<file path="src/hdl/sccw_pkg.sv">
// Package for the script comment and whitespace stripper.
// Character codes, result slot types and shared widths; no dependencies.
package sccw_pkg;

    localparam int OFFSET_BITS_DEF = 24;   // default width of the output counter
    localparam int OUT_OFFSET_W    = 24;   // width of the offset field in a result
    localparam int NUM_SLOTS       = 5;    // most results one byte can cause

    localparam logic [7:0] CH_SEMI   = 8'h3B;  // ';'
    localparam logic [7:0] CH_CR     = 8'h0D;
    localparam logic [7:0] CH_LF     = 8'h0A;
    localparam logic [7:0] CH_SLASH  = 8'h2F;
    localparam logic [7:0] CH_STAR   = 8'h2A;
    localparam logic [7:0] CH_QUOTE  = 8'h22;
    localparam logic [7:0] CH_BSLASH = 8'h5C;
    localparam logic [7:0] CH_TAB    = 8'h09;
    localparam logic [7:0] CH_SPACE  = 8'h20;
    localparam logic [7:0] CH_NUL    = 8'h00;

    // result kinds
    localparam logic KIND_BYTE = 1'b0;
    localparam logic KIND_LINE = 1'b1;

    typedef struct packed {
        logic                    kind;
        logic [7:0]              data;
        logic [OUT_OFFSET_W-1:0] offset;
    } slot_t;

    // one input byte's results: slot i is present when mask[i] is set,
    // slots are delivered lowest first
    typedef struct packed {
        logic  [NUM_SLOTS-1:0] mask;
        slot_t [NUM_SLOTS-1:0] slots;
    } batch_t;

endpackage

</file>
<file path="src/hdl/sccw_text_if.sv">
// Input channel of the stripper: one raw text byte with lookahead per transfer.
// Depends on nothing but its own signal list.
interface sccw_text_if;
    logic       valid;
    logic       ready;
    logic [7:0] ch;
    logic [7:0] next_ch;
    logic       is_last;

    modport source (output valid, ch, next_ch, is_last, input ready);
    modport sink   (input valid, ch, next_ch, is_last, output ready);
endinterface

</file>
<file path="src/hdl/sccw_token_if.sv">
// Output channel of the stripper: one token byte or line offset record per transfer.
// Depends on sccw_pkg for the offset width.
interface sccw_token_if;
    logic                             valid;
    logic                             ready;
    logic                             out_kind;
    logic [7:0]                       out_byte;
    logic [sccw_pkg::OUT_OFFSET_W-1:0] out_offset;
    logic                             out_end;

    modport source (output valid, out_kind, out_byte, out_offset, out_end, input ready);
    modport sink   (input valid, out_kind, out_byte, out_offset, out_end, output ready);
endinterface

</file>
<file path="src/hdl/sccw_core.sv">
// Scanner state and single-pass decode of one text byte into a batch of results.
// Depends on sccw_pkg.
module sccw_core #(
    parameter int OFFSET_BITS = sccw_pkg::OFFSET_BITS_DEF
) (
    input  logic             clk,
    input  logic             rst_n,
    input  logic             take,
    input  logic [7:0]       ch,
    input  logic [7:0]       next_ch,
    input  logic             is_last,
    output sccw_pkg::batch_t batch
);
    import sccw_pkg::*;

    typedef enum logic [1:0] {CM_NONE, CM_LINE, CM_BLOCK} cmode_t;

    localparam logic [OFFSET_BITS-1:0] COUNT_MAX = '1;

    logic                   skip_reg,  skip_next;
    logic                   psep_reg,  psep_next;
    logic                   quote_reg, quote_next;
    cmode_t                 cm_reg,    cm_next;
    logic [OFFSET_BITS-1:0] cnt_reg,   cnt_next;

    cmode_t                 cm_w;
    logic                   done;
    logic                   emit_sep;
    logic                   emit_chr;
    logic [7:0]             chr;
    logic [OFFSET_BITS-1:0] cnt_a, cnt_m, cnt_e;

    function automatic logic [OFFSET_BITS-1:0] sat_inc(input logic [OFFSET_BITS-1:0] v);
        return (v == COUNT_MAX) ? v : v + 1'b1;
    endfunction

    function automatic logic [OUT_OFFSET_W-1:0] low_off(input logic [OFFSET_BITS-1:0] v);
        logic [OFFSET_BITS+OUT_OFFSET_W-1:0] wide;
        wide = {{OUT_OFFSET_W{1'b0}}, v};
        return wide[OUT_OFFSET_W-1:0];
    endfunction

    always_comb
    begin
        skip_next  = skip_reg;
        psep_next  = psep_reg;
        quote_next = quote_reg;
        cm_next    = cm_reg;
        cm_w       = cm_reg;
        done       = 1'b0;
        emit_sep   = 1'b0;
        emit_chr   = 1'b0;
        chr        = ch;
        batch      = '0;

        if (skip_reg)
        begin
            skip_next = 1'b0;
        end
        else if (ch == CH_CR || ch == CH_LF)
        begin
            if ((ch == CH_CR && next_ch == CH_LF) || (ch == CH_LF && next_ch == CH_CR))
                skip_next = 1'b1;
            batch.mask[0]         = 1'b1;
            batch.slots[0].kind   = KIND_LINE;
            batch.slots[0].offset = low_off(cnt_reg);
            if (cm_reg == CM_LINE)
                cm_next = CM_NONE;
            psep_next = 1'b1;
        end
        else if (!quote_reg && (ch == CH_SPACE || ch == CH_TAB))
        begin
            psep_next = 1'b1;
        end
        else
        begin
            if (ch == CH_SEMI && cm_w == CM_NONE)
                cm_w = CM_LINE;
            if (ch == CH_SLASH && next_ch == CH_SLASH && cm_w == CM_NONE)
                cm_w = CM_LINE;
            if (ch == CH_SLASH && next_ch == CH_STAR && cm_w == CM_NONE)
            begin
                psep_next = 1'b1;
                cm_w      = CM_BLOCK;
            end
            if (ch == CH_STAR && next_ch == CH_SLASH && cm_w == CM_BLOCK)
            begin
                cm_w      = CM_NONE;
                skip_next = 1'b1;
                done      = 1'b1;
            end
            cm_next = cm_w;
            if (!done && cm_w == CM_NONE)
            begin
                if (psep_reg)
                begin
                    emit_sep  = 1'b1;
                    psep_next = 1'b0;
                end
                if (ch == CH_BSLASH && next_ch == CH_QUOTE)
                begin
                    skip_next = 1'b1;
                    emit_chr  = 1'b1;
                    chr       = CH_QUOTE;
                end
                else if (ch == CH_QUOTE)
                    quote_next = ~quote_reg;
                else
                    emit_chr = 1'b1;
            end
        end

        // separator in slot 0, kept byte in slot 1
        if (emit_sep)
        begin
            batch.mask[0]       = 1'b1;
            batch.slots[0].kind = KIND_BYTE;
            batch.slots[0].data = CH_NUL;
        end
        if (emit_chr)
        begin
            batch.mask[1]       = 1'b1;
            batch.slots[1].kind = KIND_BYTE;
            batch.slots[1].data = chr;
        end

        cnt_a    = emit_sep ? sat_inc(cnt_reg) : cnt_reg;
        cnt_m    = emit_chr ? sat_inc(cnt_a) : cnt_a;
        cnt_e    = sat_inc(cnt_m);
        cnt_next = cnt_m;

        // end of text: 0, closing line offset, 0; then back to reset state
        if (is_last)
        begin
            batch.mask[4:2]       = 3'b111;
            batch.slots[2].kind   = KIND_BYTE;
            batch.slots[2].data   = CH_NUL;
            batch.slots[3].kind   = KIND_LINE;
            batch.slots[3].offset = low_off(cnt_e);
            batch.slots[4].kind   = KIND_BYTE;
            batch.slots[4].data   = CH_NUL;
            skip_next  = 1'b0;
            psep_next  = 1'b0;
            quote_next = 1'b0;
            cm_next    = CM_NONE;
            cnt_next   = '0;
        end
    end

    always_ff @(posedge clk or negedge rst_n)
    begin
        if (!rst_n)
        begin
            skip_reg  <= 1'b0;
            psep_reg  <= 1'b0;
            quote_reg <= 1'b0;
            cm_reg    <= CM_NONE;
            cnt_reg   <= '0;
        end
        else if (take)
        begin
            skip_reg  <= skip_next;
            psep_reg  <= psep_next;
            quote_reg <= quote_next;
            cm_reg    <= cm_next;
            cnt_reg   <= cnt_next;
        end
    end

endmodule

</file>
<file path="src/hdl/sccw_emit.sv">
// Result register: holds one byte's batch and delivers its slots one per transfer.
// Depends on sccw_pkg.
module sccw_emit (
    input  logic                          clk,
    input  logic                          rst_n,
    input  logic                          load,
    input  sccw_pkg::batch_t              batch,
    output logic                          free,
    output logic                          valid,
    input  logic                          ready,
    output logic                          out_kind,
    output logic [7:0]                    out_byte,
    output logic [sccw_pkg::OUT_OFFSET_W-1:0] out_offset,
    output logic                          out_end
);
    import sccw_pkg::*;

    logic  [NUM_SLOTS-1:0] mask_reg, mask_next;
    slot_t [NUM_SLOTS-1:0] slots_reg, slots_next;
    logic  [NUM_SLOTS-1:0] pick;
    logic  [NUM_SLOTS-1:0] rest;
    slot_t                 sel;
    logic                  pop;

    always_comb
    begin
        pick = mask_reg & (~mask_reg + 1'b1);   // lowest pending slot
        rest = mask_reg & ~pick;
        sel  = '0;
        for (int i = 0; i < NUM_SLOTS; i++)
        begin
            if (pick[i])
                sel = sel | slots_reg[i];
        end
    end

    assign valid      = |mask_reg;
    assign out_kind   = sel.kind;
    assign out_byte   = sel.data;
    assign out_offset = sel.offset;
    assign out_end    = (rest == '0);
    assign pop        = valid && ready;
    assign free       = !valid || (pop && out_end);

    always_comb
    begin
        mask_next  = pop ? rest : mask_reg;
        slots_next = slots_reg;
        if (load)
        begin
            mask_next  = batch.mask;
            slots_next = batch.slots;
        end
    end

    always_ff @(posedge clk or negedge rst_n)
    begin
        if (!rst_n)
            mask_reg <= '0;
        else
            mask_reg <= mask_next;
    end

    always_ff @(posedge clk)
    begin
        slots_reg <= slots_next;
    end

endmodule

</file>
<file path="src/hdl/script_comment_whitespace_stripper.sv">
// Script comment and whitespace stripper. Each transfer on text carries one
// raw byte, its successor as lookahead (0 after the final byte) and an
// end-of-text flag; tokens delivers a packed token stream: kept bytes, a
// single 0 separator in place of each run of blanks and line breaks, and a
// line start offset record for every line break. ';' and '//' comments run
// to the line end, block comments are dropped, double quotes toggle quote
// mode and vanish, backslash-quote yields a literal quote. After the final
// byte the block sends 0, a closing line offset and 0, and starts afresh.
// Timing: a byte is decoded in the cycle it is taken and its results (0 to
// 5) sit in the result register, leaving one per cycle while tokens.ready
// is high; the next byte is taken in the same cycle as the last result of
// the previous one leaves, or whenever the result register is empty.
// The output rate of one result per cycle while ready is high sets throughput.
// The offset counter is OFFSET_BITS wide and saturates; offsets report its
// low 24 bits.
module script_comment_whitespace_stripper #(
    parameter int OFFSET_BITS = sccw_pkg::OFFSET_BITS_DEF
) (
    input  logic          clk,
    input  logic          rst_n,
    sccw_text_if.sink     text,
    sccw_token_if.source  tokens
);
    import sccw_pkg::*;

    batch_t batch;
    logic   free;
    logic   take;
    logic   load;

    // a byte is taken when the result register is empty or empties now
    assign text.ready = free;
    assign take       = text.valid && free;
    assign load       = take && (|batch.mask);

    sccw_core #(
        .OFFSET_BITS (OFFSET_BITS)
    ) u_core (
        .clk     (clk),
        .rst_n   (rst_n),
        .take    (take),
        .ch      (text.ch),
        .next_ch (text.next_ch),
        .is_last (text.is_last),
        .batch   (batch)
    );

    sccw_emit u_emit (
        .clk        (clk),
        .rst_n      (rst_n),
        .load       (load),
        .batch      (batch),
        .free       (free),
        .valid      (tokens.valid),
        .ready      (tokens.ready),
        .out_kind   (tokens.out_kind),
        .out_byte   (tokens.out_byte),
        .out_offset (tokens.out_offset),
        .out_end    (tokens.out_end)
    );

endmodule
</file>
<file path="src/flat_wrapper.sv">
// flat-port wrapper written by rule: the top's interface ports become plain ports
module script_comment_whitespace_stripper_flat import sccw_pkg::*;
#(
    parameter int OFFSET_BITS = sccw_pkg::OFFSET_BITS_DEF
)
  (clk, rst_n, text_valid, text_ch, text_next_ch, text_is_last, text_ready, tokens_valid, tokens_out_kind, tokens_out_byte, tokens_out_offset, tokens_out_end, tokens_ready);
  sccw_text_if text_i ();
  sccw_token_if tokens_i ();
  input  logic clk;
  input  logic rst_n;
  input wire logic [$bits(text_i.valid)-1:0] text_valid;
  input wire logic [$bits(text_i.ch)-1:0] text_ch;
  input wire logic [$bits(text_i.next_ch)-1:0] text_next_ch;
  input wire logic [$bits(text_i.is_last)-1:0] text_is_last;
  output wire logic [$bits(text_i.ready)-1:0] text_ready;
  output wire logic [$bits(tokens_i.valid)-1:0] tokens_valid;
  output wire logic [$bits(tokens_i.out_kind)-1:0] tokens_out_kind;
  output wire logic [$bits(tokens_i.out_byte)-1:0] tokens_out_byte;
  output wire logic [$bits(tokens_i.out_offset)-1:0] tokens_out_offset;
  output wire logic [$bits(tokens_i.out_end)-1:0] tokens_out_end;
  input wire logic [$bits(tokens_i.ready)-1:0] tokens_ready;
  assign text_i.valid = text_valid;
  assign text_i.ch = text_ch;
  assign text_i.next_ch = text_next_ch;
  assign text_i.is_last = text_is_last;
  assign text_ready = text_i.ready;
  assign tokens_valid = tokens_i.valid;
  assign tokens_out_kind = tokens_i.out_kind;
  assign tokens_out_byte = tokens_i.out_byte;
  assign tokens_out_offset = tokens_i.out_offset;
  assign tokens_out_end = tokens_i.out_end;
  assign tokens_i.ready = tokens_ready;
  script_comment_whitespace_stripper #(.OFFSET_BITS(OFFSET_BITS)) u_core (.clk(clk), .rst_n(rst_n), .text(text_i), .tokens(tokens_i));
endmodule
</file>
<file path="config.mk">
export PLATFORM = sky130hd
export DESIGN_NAME = script_comment_whitespace_stripper_flat
export DESIGN_NICKNAME = d
export VERILOG_FILES = /design/src/hdl/sccw_pkg.sv /design/src/hdl/sccw_text_if.sv /design/src/hdl/sccw_token_if.sv /design/src/hdl/sccw_core.sv /design/src/hdl/sccw_emit.sv /design/src/hdl/script_comment_whitespace_stripper.sv /design/src/flat_wrapper.sv
export SDC_FILE = /design/constraint.sdc
export NUM_CORES = 1
export LEC_CHECK = 0
export BUFFER_PORTS_ARGS = -buffer_cell sky130_fd_sc_hd__clkbuf_2
export CAP_MARGIN = 30
export CELL_PAD_IN_SITES_DETAIL_PLACEMENT = 1
export CELL_PAD_IN_SITES_GLOBAL_PLACEMENT = 2
export CORE_UTILIZATION = 41
export DETAILED_ROUTE_END_ITERATION = 6
export MAX_ROUTING_LAYER = met4
export PLACE_DENSITY_LB_ADDON = 0.1
export SYNTH_ARGS = -nofsm -noshare
export SYNTH_HDL_FRONTEND = slang
export SYNTH_SLANG_ARGS = --single-unit
</file>
<file path="constraint.sdc">
create_clock -name clk -period 9.7 [get_ports clk]
set_input_delay 1.94 -clock clk [delete_from_list [all_inputs] [get_ports clk]]
set_output_delay 1.94 -clock clk [all_outputs]
set_load 0.005 [all_outputs]
</file>
# Word level (Yosys, flattened, before mapping)
# Cells that the tools add are included.
# totals
word_cells	170
register_bits	110
output_inout_bits	36
in_bits	21
# classes
n_addsub	4
reduce_logical	37
bitwise	9
mux	80
eq_ne	25
# op_table
operator	count
2-to-1 mux 24 bit	6
2-to-1 mux 33 bit	4
OR 33 bit	3
adder 24 x 1 -> 24 bit, second input constant	3
equality test 24 bit, second input constant	3
equality test 8 x 6 -> 1 bit, second input constant	8
2-to-1 mux 2 bit	21
2-to-1 mux 1 bit	41
equality test 8 x 4 -> 1 bit, second input constant	5
2-to-1 mux 8 bit	5
logical AND 1 bit	16
AND 5 bit	2
2-to-1 mux 5 bit	2
NOT 5 bit	2
OR reduction 5 bit	2
equality test 8 x 7 -> 1 bit, second input constant	1
logical NOT 2 bit	4
!= test 2 bit, second input constant	4
AND reduction 7 bit	1
nonzero test 2 bit	3
adder 5 x 1 -> 5 bit, second input constant	1
logical NOT 5 bit	1
logical OR 1 bit	4
AND reduction 4 bit	1
9 further kinds	12

# Depth between registers and ports, before layout
# Gate-level depths: netlist of run 1.
# logic_depth
word_depth	36
ltp_mapped	20
mapped_depth_nobuf	18

# Modules after synthesis
# Synthesis of run 1 repeated with hierarchy kept, for this count alone.
# unflattened
hier_cells	1131
area_unflattened_um2	11927.7
# modules_own_cells
mod	instances	seq_area_each_um2	cells_per_inst	area_per_inst_um2
sccw_emit	1	5079.9	362	6422.4
sccw_core	1	725.7	766	5484.0
script_comment_whitespace_stripper	1	0.0	3	21.3

# Least setup slack after synthesis of run 1
# OpenSTA, ideal clock, no wires.
# synth_path
kind	input to register
from	in text_ch[0]
to	reg u_core.u_emit.slots_reg[0] in the netlist's numbering (enable)
t_arrival_ns	6.699
stages	8
n_path_buf	3
t_required_ns	9.191
path_slack_ns	2.492
cell_sequence	buf_2 or3b_1 nor2_1 o31a_4 buf_6 or4b_2 clkbuf_1 a31oi_1
# synth_between
elab_chain_cells	33
word_cells_on_any_way	62
# synth_lines
item	line_no	rtl
from (decl)	flat_wrapper.sv:12	input wire logic [$bits(text_i.ch)-1:0] text_ch;
equality test 8 x 6 -> 1 bit	sccw_core.sv:77	if (ch == CH_SEMI && cm_w == CM_NONE)
logical AND 1 bit	sccw_core.sv:77	
2-to-1 mux 2 bit	sccw_core.sv:77	
2-to-1 mux 2 bit	sccw_core.sv:71	else if (!quote_reg && (ch == CH_SPACE || ch == CH_TAB))
2-to-1 mux 2 bit	sccw_core.sv:60	else if (ch == CH_CR || ch == CH_LF)
2-to-1 mux 2 bit	sccw_core.sv:56	if (skip_reg)
logical NOT 2 bit	sccw_core.sv:79	if (ch == CH_SLASH && next_ch == CH_SLASH && cm_w == CM_NONE)
logical AND 1 bit	sccw_core.sv:79	
[... 18 more ...]	--	
2-to-1 mux 1 bit	sccw_core.sv:93	if (!done && cm_w == CM_NONE)
2-to-1 mux 1 bit	sccw_core.sv:71	
2-to-1 mux 1 bit	sccw_core.sv:60	
2-to-1 mux 1 bit	sccw_core.sv:56	
2-to-1 mux 1 bit (on tied branches)	sccw_core.sv:114, sccw_core.sv:120	
OR reduction 5 bit (*)	script_comment_whitespace_stripper.sv:34	assign load = take && (|batch.mask);
logical AND 1 bit (*)	script_comment_whitespace_stripper.sv:34	
named net u_core.load	script_comment_whitespace_stripper.sv:29	logic load;
to (signal assigned)	sccw_emit.sv:66	slots_reg <= slots_next;
to (decl)	sccw_emit.sv:19	slot_t [NUM_SLOTS-1:0] slots_reg, slots_next;
# The timed path passes the listed nets; every way through them passes the cells marked *. The select of a mux whose other input is x is not followed.
# A chain may end at the register's enable or synchronous reset.

# Final worst setup path of run 1
# layout_path
from	in text_ch[1]
to	reg u_core.u_emit.slots_reg[105] in the netlist's numbering (data pin)
# layout_between
elab_chain_cells	36
word_cells_on_any_way	64
# layout_lines
item	line_no	rtl
equality test 8 x 6 -> 1 bit	sccw_core.sv:77	
logical AND 1 bit	sccw_core.sv:77	
2-to-1 mux 2 bit	sccw_core.sv:77	
2-to-1 mux 2 bit	sccw_core.sv:71	
2-to-1 mux 2 bit	sccw_core.sv:60	
2-to-1 mux 2 bit	sccw_core.sv:56	
logical NOT 2 bit	sccw_core.sv:79	
logical AND 1 bit	sccw_core.sv:79	
[... 20 more ...]	--	
2-to-1 mux 1 bit	sccw_core.sv:60	
2-to-1 mux 1 bit	sccw_core.sv:56	
2-to-1 mux 24 bit	sccw_core.sv:127	cnt_a = emit_sep ? sat_inc(cnt_reg) : cnt_reg;
adder 24 x 1 -> 24 bit / equality test 24 bit (equally long branches)	sccw_core.sv:34	return (v == COUNT_MAX) ? v : v + 1'b1;
2-to-1 mux 24 bit	sccw_core.sv:34	
2-to-1 mux 24 bit (*)	sccw_core.sv:128	cnt_m = emit_chr ? sat_inc(cnt_a) : cnt_a;
adder 24 x 1 -> 24 bit / equality test 24 bit (equally long branches)	sccw_core.sv:34	
2-to-1 mux 24 bit (*)	sccw_core.sv:34	
# Every way passes the cells marked *; elsewhere a longest branch is shown, timed or not. The select of a mux whose other input is x is not followed.

==> results of run 1 <==
## how the worst max path moves through the flow
stage	slack, ns	from	to
3_3_place_gp	2.17	text_ch[1]	u_core.u_emit.slots_reg[109]
6_report	2.04	text_ch[1]	u_core.u_emit.slots_reg[105]
5_1_grt	1.69	text_ch[1]	u_core.u_emit.slots_reg[106]
2_1_floorplan	2.49	text_ch[0]	u_core.u_emit.slots_reg[0]
4_1_cts	2.19	text_ch[1]	u_core.u_emit.slots_reg[105]
3_5_place_dp	1.89	text_ch[1]	u_core.u_emit.slots_reg[105]
## through the flow
step	cell area [µm²]	worst slack [ns]	hold WS (ns)	util [%]	power, mW
after floorplan	6973	2.492	0.5034	-	0.7797
after global placement	7385	2.166	0.5312	44.53	0.9038
after detailed placement	7451	1.888	0.5621	44.93	0.9287
after CTS	7762	2.193	0.5781	46.81	1.310
after global routing	7790	1.692	0.6212	46.97	1.371
final	7790	2.037	0.5755	46.97	1.310
## report_power, final
| part | switching (mW) | internal [mW] |
|---|---|---|
| clock network | 0.156 | 0.226 |
| logic | 0.230 | 0.133 |
| registers | 0.0504 | 0.514 |
## cells by family (layout without fill, tap and decap cells)
| kind of cell | Yosys count | after routing | synth area share, % |
|---|---|---|---|
| compound gates | 199 | 199 | 21.43 |
| xor+xnor | 42 | 42 | 5.491 |
| fa+ha+maj | 3 | 3 | 0.5024 |
| buf+inv | 62 | 102 | 4.001 |
| flops | 92 | 92 | 37.18 |
| mux | 11 | 11 | 1.615 |
| simple gates | 351 | 351 | 29.79 |
## cells in the mapped netlist, types with 9 or more instances
library cell   n
a21oi_1       37
a22o_1        39
a31oi_1       10
and2_1        38
buf_2          9
clkbuf_1      25
dfrtp_1       34
edfxtp_1      58
inv_1         19
mux2i_1        9
nand2_1       82
nand2b_1      13
nand3_1       24
nand4_1       15
nor2_1        54
nor3_1        27
nor4_1        18
o21ai_0       31
xnor2_1       28
xor2_1        12
## routing by layer
layer	global-route usage, %	vias up	routed length, µm
met5	-	-	0
met4	9.834	0	563
met3	4.061	30	994
met2	42.22	155	10480
met1	38.87	3171	11230
li1	-	2939	-
## cell usage in the layout, fill, tap and decap left out, drive strengths merged, types with 5 or more instances in the layout
cell type / Yosys / routed
nand4: 19 / 19
o22ai: 7 / 7
and3: 8 / 8
o21ai: 39 / 39
nand3: 26 / 26
edfxtp: 58 / 58
xor2: 14 / 14
or3: 10 / 10
o211ai: 10 / 10
nand2: 82 / 82
clkbuf: 26 / 68
or4: 7 / 7
nor2: 55 / 55
a22o: 39 / 39
nor3b: 8 / 8
o21a: 5 / 5
nand2b: 13 / 13
or2: 6 / 6
nor3: 31 / 31
mux2i: 9 / 9
buf: 16 / 10
nor4b: 5 / 5
and2: 39 / 39
a21oi: 40 / 40
a211oi: 6 / 6
dfrtp: 34 / 34
a31oi: 10 / 10
nor4: 25 / 25
inv: 20 / 20
xnor2: 28 / 28
## final cells by class
type / count / area [µm²] / share of cell area [%]
Timing Repair Buffer: 66 / 419.2 / 5.381
Clock buffer: 12 / 236.5 / 3.036
Sequential cell: 92 / 2592 / 33.28
Inverter: 20 / 75.07 / 0.9637
Multi-Input combinational cell: 606 / 4116 / 52.84
Tap cell: 220 / 275.3 / 3.534
Clock inverter: 4 / 75.07 / 0.9637
## worst max-delay path, delay by kind of cell
kind,cells,cell delay (ns)
AO/OA/AOI/OAI,3,0.92
XOR/XNOR,2,0.56
adder cells (fa/ha/maj),1,0.29
buffers and inverters,3,0.65
multiplexers,1,0.17
AND/OR/NAND/NOR,9,3.22
==> flow_summary_export.csv, run 1 <==
group,metric,value,unit
status,status,"complete, no violations",
critical_path,reg2reg_depth,19,
floorplanning,die-area,17530,µm²
timing,slew_headroom,37.11,%
synthesis,avgSynthCellArea,9.175,µm²
detailed_routing,vias,6295,
grt,grt_pass1_wl,36960,µm
timing,max_freq,130.5,MHz
cells_and_area,nNetsFinal,818,
floorplanning,ios,57,
timing,clock-skew-final,0.01172,ns
critical_path,worst_setup_path_end_kind,"flop",
synthesis,synth-async-reset-ratio,36.96,%
grt,grtUsageTotal,28.19,%
clocking,h-tree-depth,3,
placed_design,place.gp.congestion,0.8881,
detailed_routing,routed_wl,23260,µm
critical_path,rr_startpoint,"u_core.u_core.cnt_reg[0]",
timing,rsz0062_at_grt,"false",
synthesis,syn_inst,760,
grt,grt.overflow.total,0,
critical_path,timing.critical_path.slowest_cell_delay,0.75,ns
cells_and_area,area_growth,11.72,%
cells_and_area,fillCellCount,1946,
hold_path,hold_class,"reg2reg",
grt,grt_pass1_vias,6373,
synthesis,yosysWarningCount,0,
floorplanning,core.rowCount,47,
clocking,postCtsSetupBuffers,0,
clocking,cts_tree,"done",
synthesis,ys.flop_type,"edfxtp_1",
detailed_routing,viasPerCell,6.172,
clocking,cts_root_buf,"clkbuf_16",
critical_path,crit_chain,"clkbuf_2 -> or3b_1 -> nor2_1 -> o31a_4 -> nor3_1 -> buf_4 -> xnor2_1 -> inv_1 -> ha_1 -> nand2_1 -> o21ai_2 -> nand2_1 -> nor4_4 -> or4_1 -> xor2_1 -> nand3_2 -> nor3_2 -> a21oi_1 -> mux2i_1",
synthesis,ys_top_cells_by_area,"edfxtp_1 25%, dfrtp_1 12%, a22o_1 4.9%, nand2_1 4.4%, xnor2_1 3.5%",
grt,antenna_found_initial,0,
critical_path,crit_required,9.79,ns
synthesis,synth_top_cell_area_share,24.98,%
floorplanning,die_w,132.4,µm
synthesis,synth_nets,783,
grt,grt_max_degree,51,
timing,period_share,79.00,%
cells_and_area,diodes,0,
detailed_routing,final_antenna_net_count,0,
clocking,ctsHoldBuffers,0,
hold_path,hold-path-endpoint,"u_core.u_emit.mask_reg[2]",
timing,slew_viol_final,0,
synthesis,syn_area,6973,µm²
pwr,ir_drop,0.1148,mV
critical_path,critPathMaxFanout,16,
synthesis,yosys_register_bits,92,
synthesis,synth.largest_area_cell,"edfxtp_1",
critical_path,timing.rr.end,"u_core.u_emit.slots_reg[105]",
critical_path,start_kind,"primary input",
critical_path,path_class,"in2reg",
critical_path,crit_path_frequent_cell,"nand2_1",
synthesis,synth-edff-count,58,
placed_design,numPortBuffers,56,
synthesis,synth_cell_type_count,93,
cells_and_area,stdcell_count,1020,
clocking,cts.sinks,92,
hold_path,holdPathStages,2,
critical_path,crit_path_top_delay_cell,"nor3_2",
pwr,p_leak,2.796,nW
floorplanning,initial_utilization,42.05,%
critical_path,worstPathArrival,7.75,ns
pwr,cellPowerDensity,168.1,nW/µm²
detailed_routing,drcViolationCount,0,
timing,finalHoldViolations,0,
timing,period_needed,7.663,ns
detailed_routing,drt_first_pass_iters,5,
cells_and_area,drive_above_1_share,18.00,%
timing,setup_violations,0,
critical_path,ff2ff_setup_slack,2.53,ns
detailed_routing,wl_per_cell,22.81,µm
detailed_routing,drtIter0Drc,398,
clocking,cts_buffer_depth,2,
clocking,path_clk_slew,0.06,ns
clocking,clk_latency,0.36,ns
cells_and_area,largest_register_ffs,58,
floorplanning,die_h,132.4,µm
clocking,cts_resized,0,
timing,tightest_slew,0.9362,ns
placed_design,dp.cells,1003,
synthesis,yosysSeqAreaShare,37.18,%
timing,setup_tns,0,ns
clocking,cts_made_buffers,9,
placed_design,dp_hpwl,17540,µm
floorplanning,coreArea,16580,µm²
hold_path,hold_start,"u_core.u_emit.mask_reg[2]",
flow_run,cap_violations,0,
No activity file was read; power rests on OpenSTA's default activity.
==> inputs of run 2 (changes only) <==
- CORE_UTILIZATION: 41 -> 38
- clock period: 9.7 -> 7.75 ns (I/O delays scaled with it)
==> flow_summary_export.csv, run 2 (synthesis gave the netlist of run 1 again) <==
group,metric,value,unit
status,status,"complete, no violations",
grt,grt.overflow.total,0,
timing,max_freq,145.3,MHz
pwr,cellPowerDensity,206.8,nW/µm²
placed_design,place.gp.congestion,0.8618,
detailed_routing,routed_wl,23600,µm
hold_path,hold_class,"reg2reg",
critical_path,worstPathArrival,6.98,ns
placed_design,dp_hpwl,17830,µm
pwr,seqPwrFrac,43.8,%
cells_and_area,final_common_cell,"nand2_1",
detailed_routing,final_antenna_net_count,0,
cells_and_area,area_growth,11.21,%
floorplanning,initial_utilization,38.82,%
grt,grt_pass1_wl,36920,µm
hold_path,holdPathStages,2,
cells_and_area,nNetsFinal,819,
pwr,p_switching,0.5485,mW
detailed_routing,drtIter0Drc,344,
floorplanning,die-area,18900,µm²
pwr,power_frac_clock,28.7,%
pwr,pwr-share-comb,27.5,%
timing,tightest_slew,0.9749,ns
floorplanning,die_w,137.5,µm
clocking,cts.sinks,92,
floorplanning,ios,57,
clocking,cts_resized,0,
timing,hold_ws,0.5725,ns
floorplanning,die_h,137.5,µm
critical_path,ff2ff_setup_slack,0.87,ns
clocking,cts_buffer_depth,2,
pwr,ir_drop,0.1094,mV
floorplanning,coreArea,17960,µm²
detailed_routing,viasPerCell,6.077,
clocking,cts_tree,"done",
detailed_routing,drcViolationCount,0,
pwr,p_sw_share,34.20,%
clocking,h-tree-depth,3,
clocking,postCtsSetupBuffers,0,
clocking,cts_root_buf,"clkbuf_16",
clocking,cts_made_buffers,9,
clocking,ctsHoldBuffers,0,
placed_design,numPortBuffers,56,
pwr,p_int,1.055,mW
grt,antenna_found_initial,0,
detailed_routing,vias,6259,
timing,period_needed,6.880,ns
grt,grt_pass1_vias,6274,
cells_and_area,diodes,0,
critical_path,reg2reg_depth,19,
critical_path,worst_setup_path_end_kind,"flop",
detailed_routing,drt_first_pass_iters,4,
cells_and_area,drive_above_1_share,18.23,%
timing,slew_headroom,34.87,%
critical_path,start_kind,"flop",
clocking,clk_latency,0.36,ns
timing,setup_violations,0,
clocking,path_clk_slew,0.07,ns
timing,clock-skew-final,0.01290,ns
critical_path,path_class,"reg2reg",
floorplanning,core.rowCount,49,
grt,grtUsageTotal,27.01,%
cells_and_area,largest_register_ffs,58,
timing,period_share,88.78,%
timing,slew_viol_final,0,
critical_path,crit_required,7.85,ns
cells_and_area,mostFrequentLayoutCells,"82 x nand2_1, 58 x edfxtp_1, 56 x clkbuf_2, 54 x nor2_1, 39 x a22o_1",
pwr,p_leak,2.778,nW
timing,setup_tns,0,ns
grt,grt_max_degree,59,
timing,rsz0062_at_grt,"false",
critical_path,critPathMaxFanout,15,
timing,finalHoldViolations,0,
flow_run,cap_violations,0,
detailed_routing,wl_per_cell,22.91,µm
## run 2: path summary, 6_finish.rpt
kind / start / endpoint
max: u_core.u_core.cnt_reg[0] / u_core.u_emit.slots_reg[106]
min: u_core.u_emit.mask_reg[3] / u_core.u_emit.mask_reg[3]
max reg2reg: u_core.u_core.cnt_reg[0] / u_core.u_emit.slots_reg[106]
min reg2reg: u_core.u_emit.mask_reg[3] / u_core.u_emit.mask_reg[3]
max in group asynchronous: rst_n / u_core.u_core.cnt_reg[6]
min in group asynchronous: rst_n / u_core.u_core.cnt_reg[15]
## run 2: area by class of cell
type                    count  area (µm²)
fillers                  2097       10210
repair buffers             67       390.4
well taps                 229       286.5
flip-flops and latches     92        2592
clock inverters             5       61.31
clock buffers              11       232.7
multi-input cells         606        4116
inverters                  20       75.07
## run 2: per-stage QoR
stage	util [%]	instances	power (mW)	setup WS [ns]	cell area, µm²
floorplan	-	760	0.9759	0.9324	6973
global placement	41.30	1012	1.132	0.8310	7418
detailed placement	41.53	1014	1.162	0.5667	7461
CTS	43.17	1030	1.623	0.8820	7755
global route	43.17	1030	1.698	0.4028	7755
finish	43.17	1030	1.604	0.8696	7755
## run 2: critical path: stages, from the launching register on
cell and delay, ns:
dfrtp_1 0.67, ha_1 0.61, nand3_1 0.43, nor3_1 0.46, a21o_1 0.31, nor3_1 0.08
buf_4 0.20, xnor2_1 0.18, inv_1 0.15, ha_1 0.28, nand2_1 0.10, o21ai_2 0.27
nand2_1 0.23, nor4_4 0.51, or4_1 0.27, xor2_1 0.45, nand3_2 0.27, nor3_2 0.75
a21oi_1 0.21, mux2i_1 0.16
## run 2: per-layer routing
layer	up-vias	GRT usage, %	wire length [µm]	share of wire [%]
met5	-	-	0	0
met3	31	2.796	682	2.9
met1	3171	35.68	11240	48
met2	116	42.69	11120	47
li1	2941	-	-	-
met4	0	9.768	560	2.4
## run 2: power groups by stage
| stage | sequential, mW | clock, mW | combinational [mW] |
|---|---|---|---|
| floorplan | 0.692 | 0 | 0.284 |
| global placement | 0.706 | 0 | 0.425 |
| detailed placement | 0.713 | 0 | 0.449 |
| CTS | 0.703 | 0.470 | 0.450 |
| global route | 0.717 | 0.491 | 0.491 |
| finish | 0.702 | 0.461 | 0.440 |
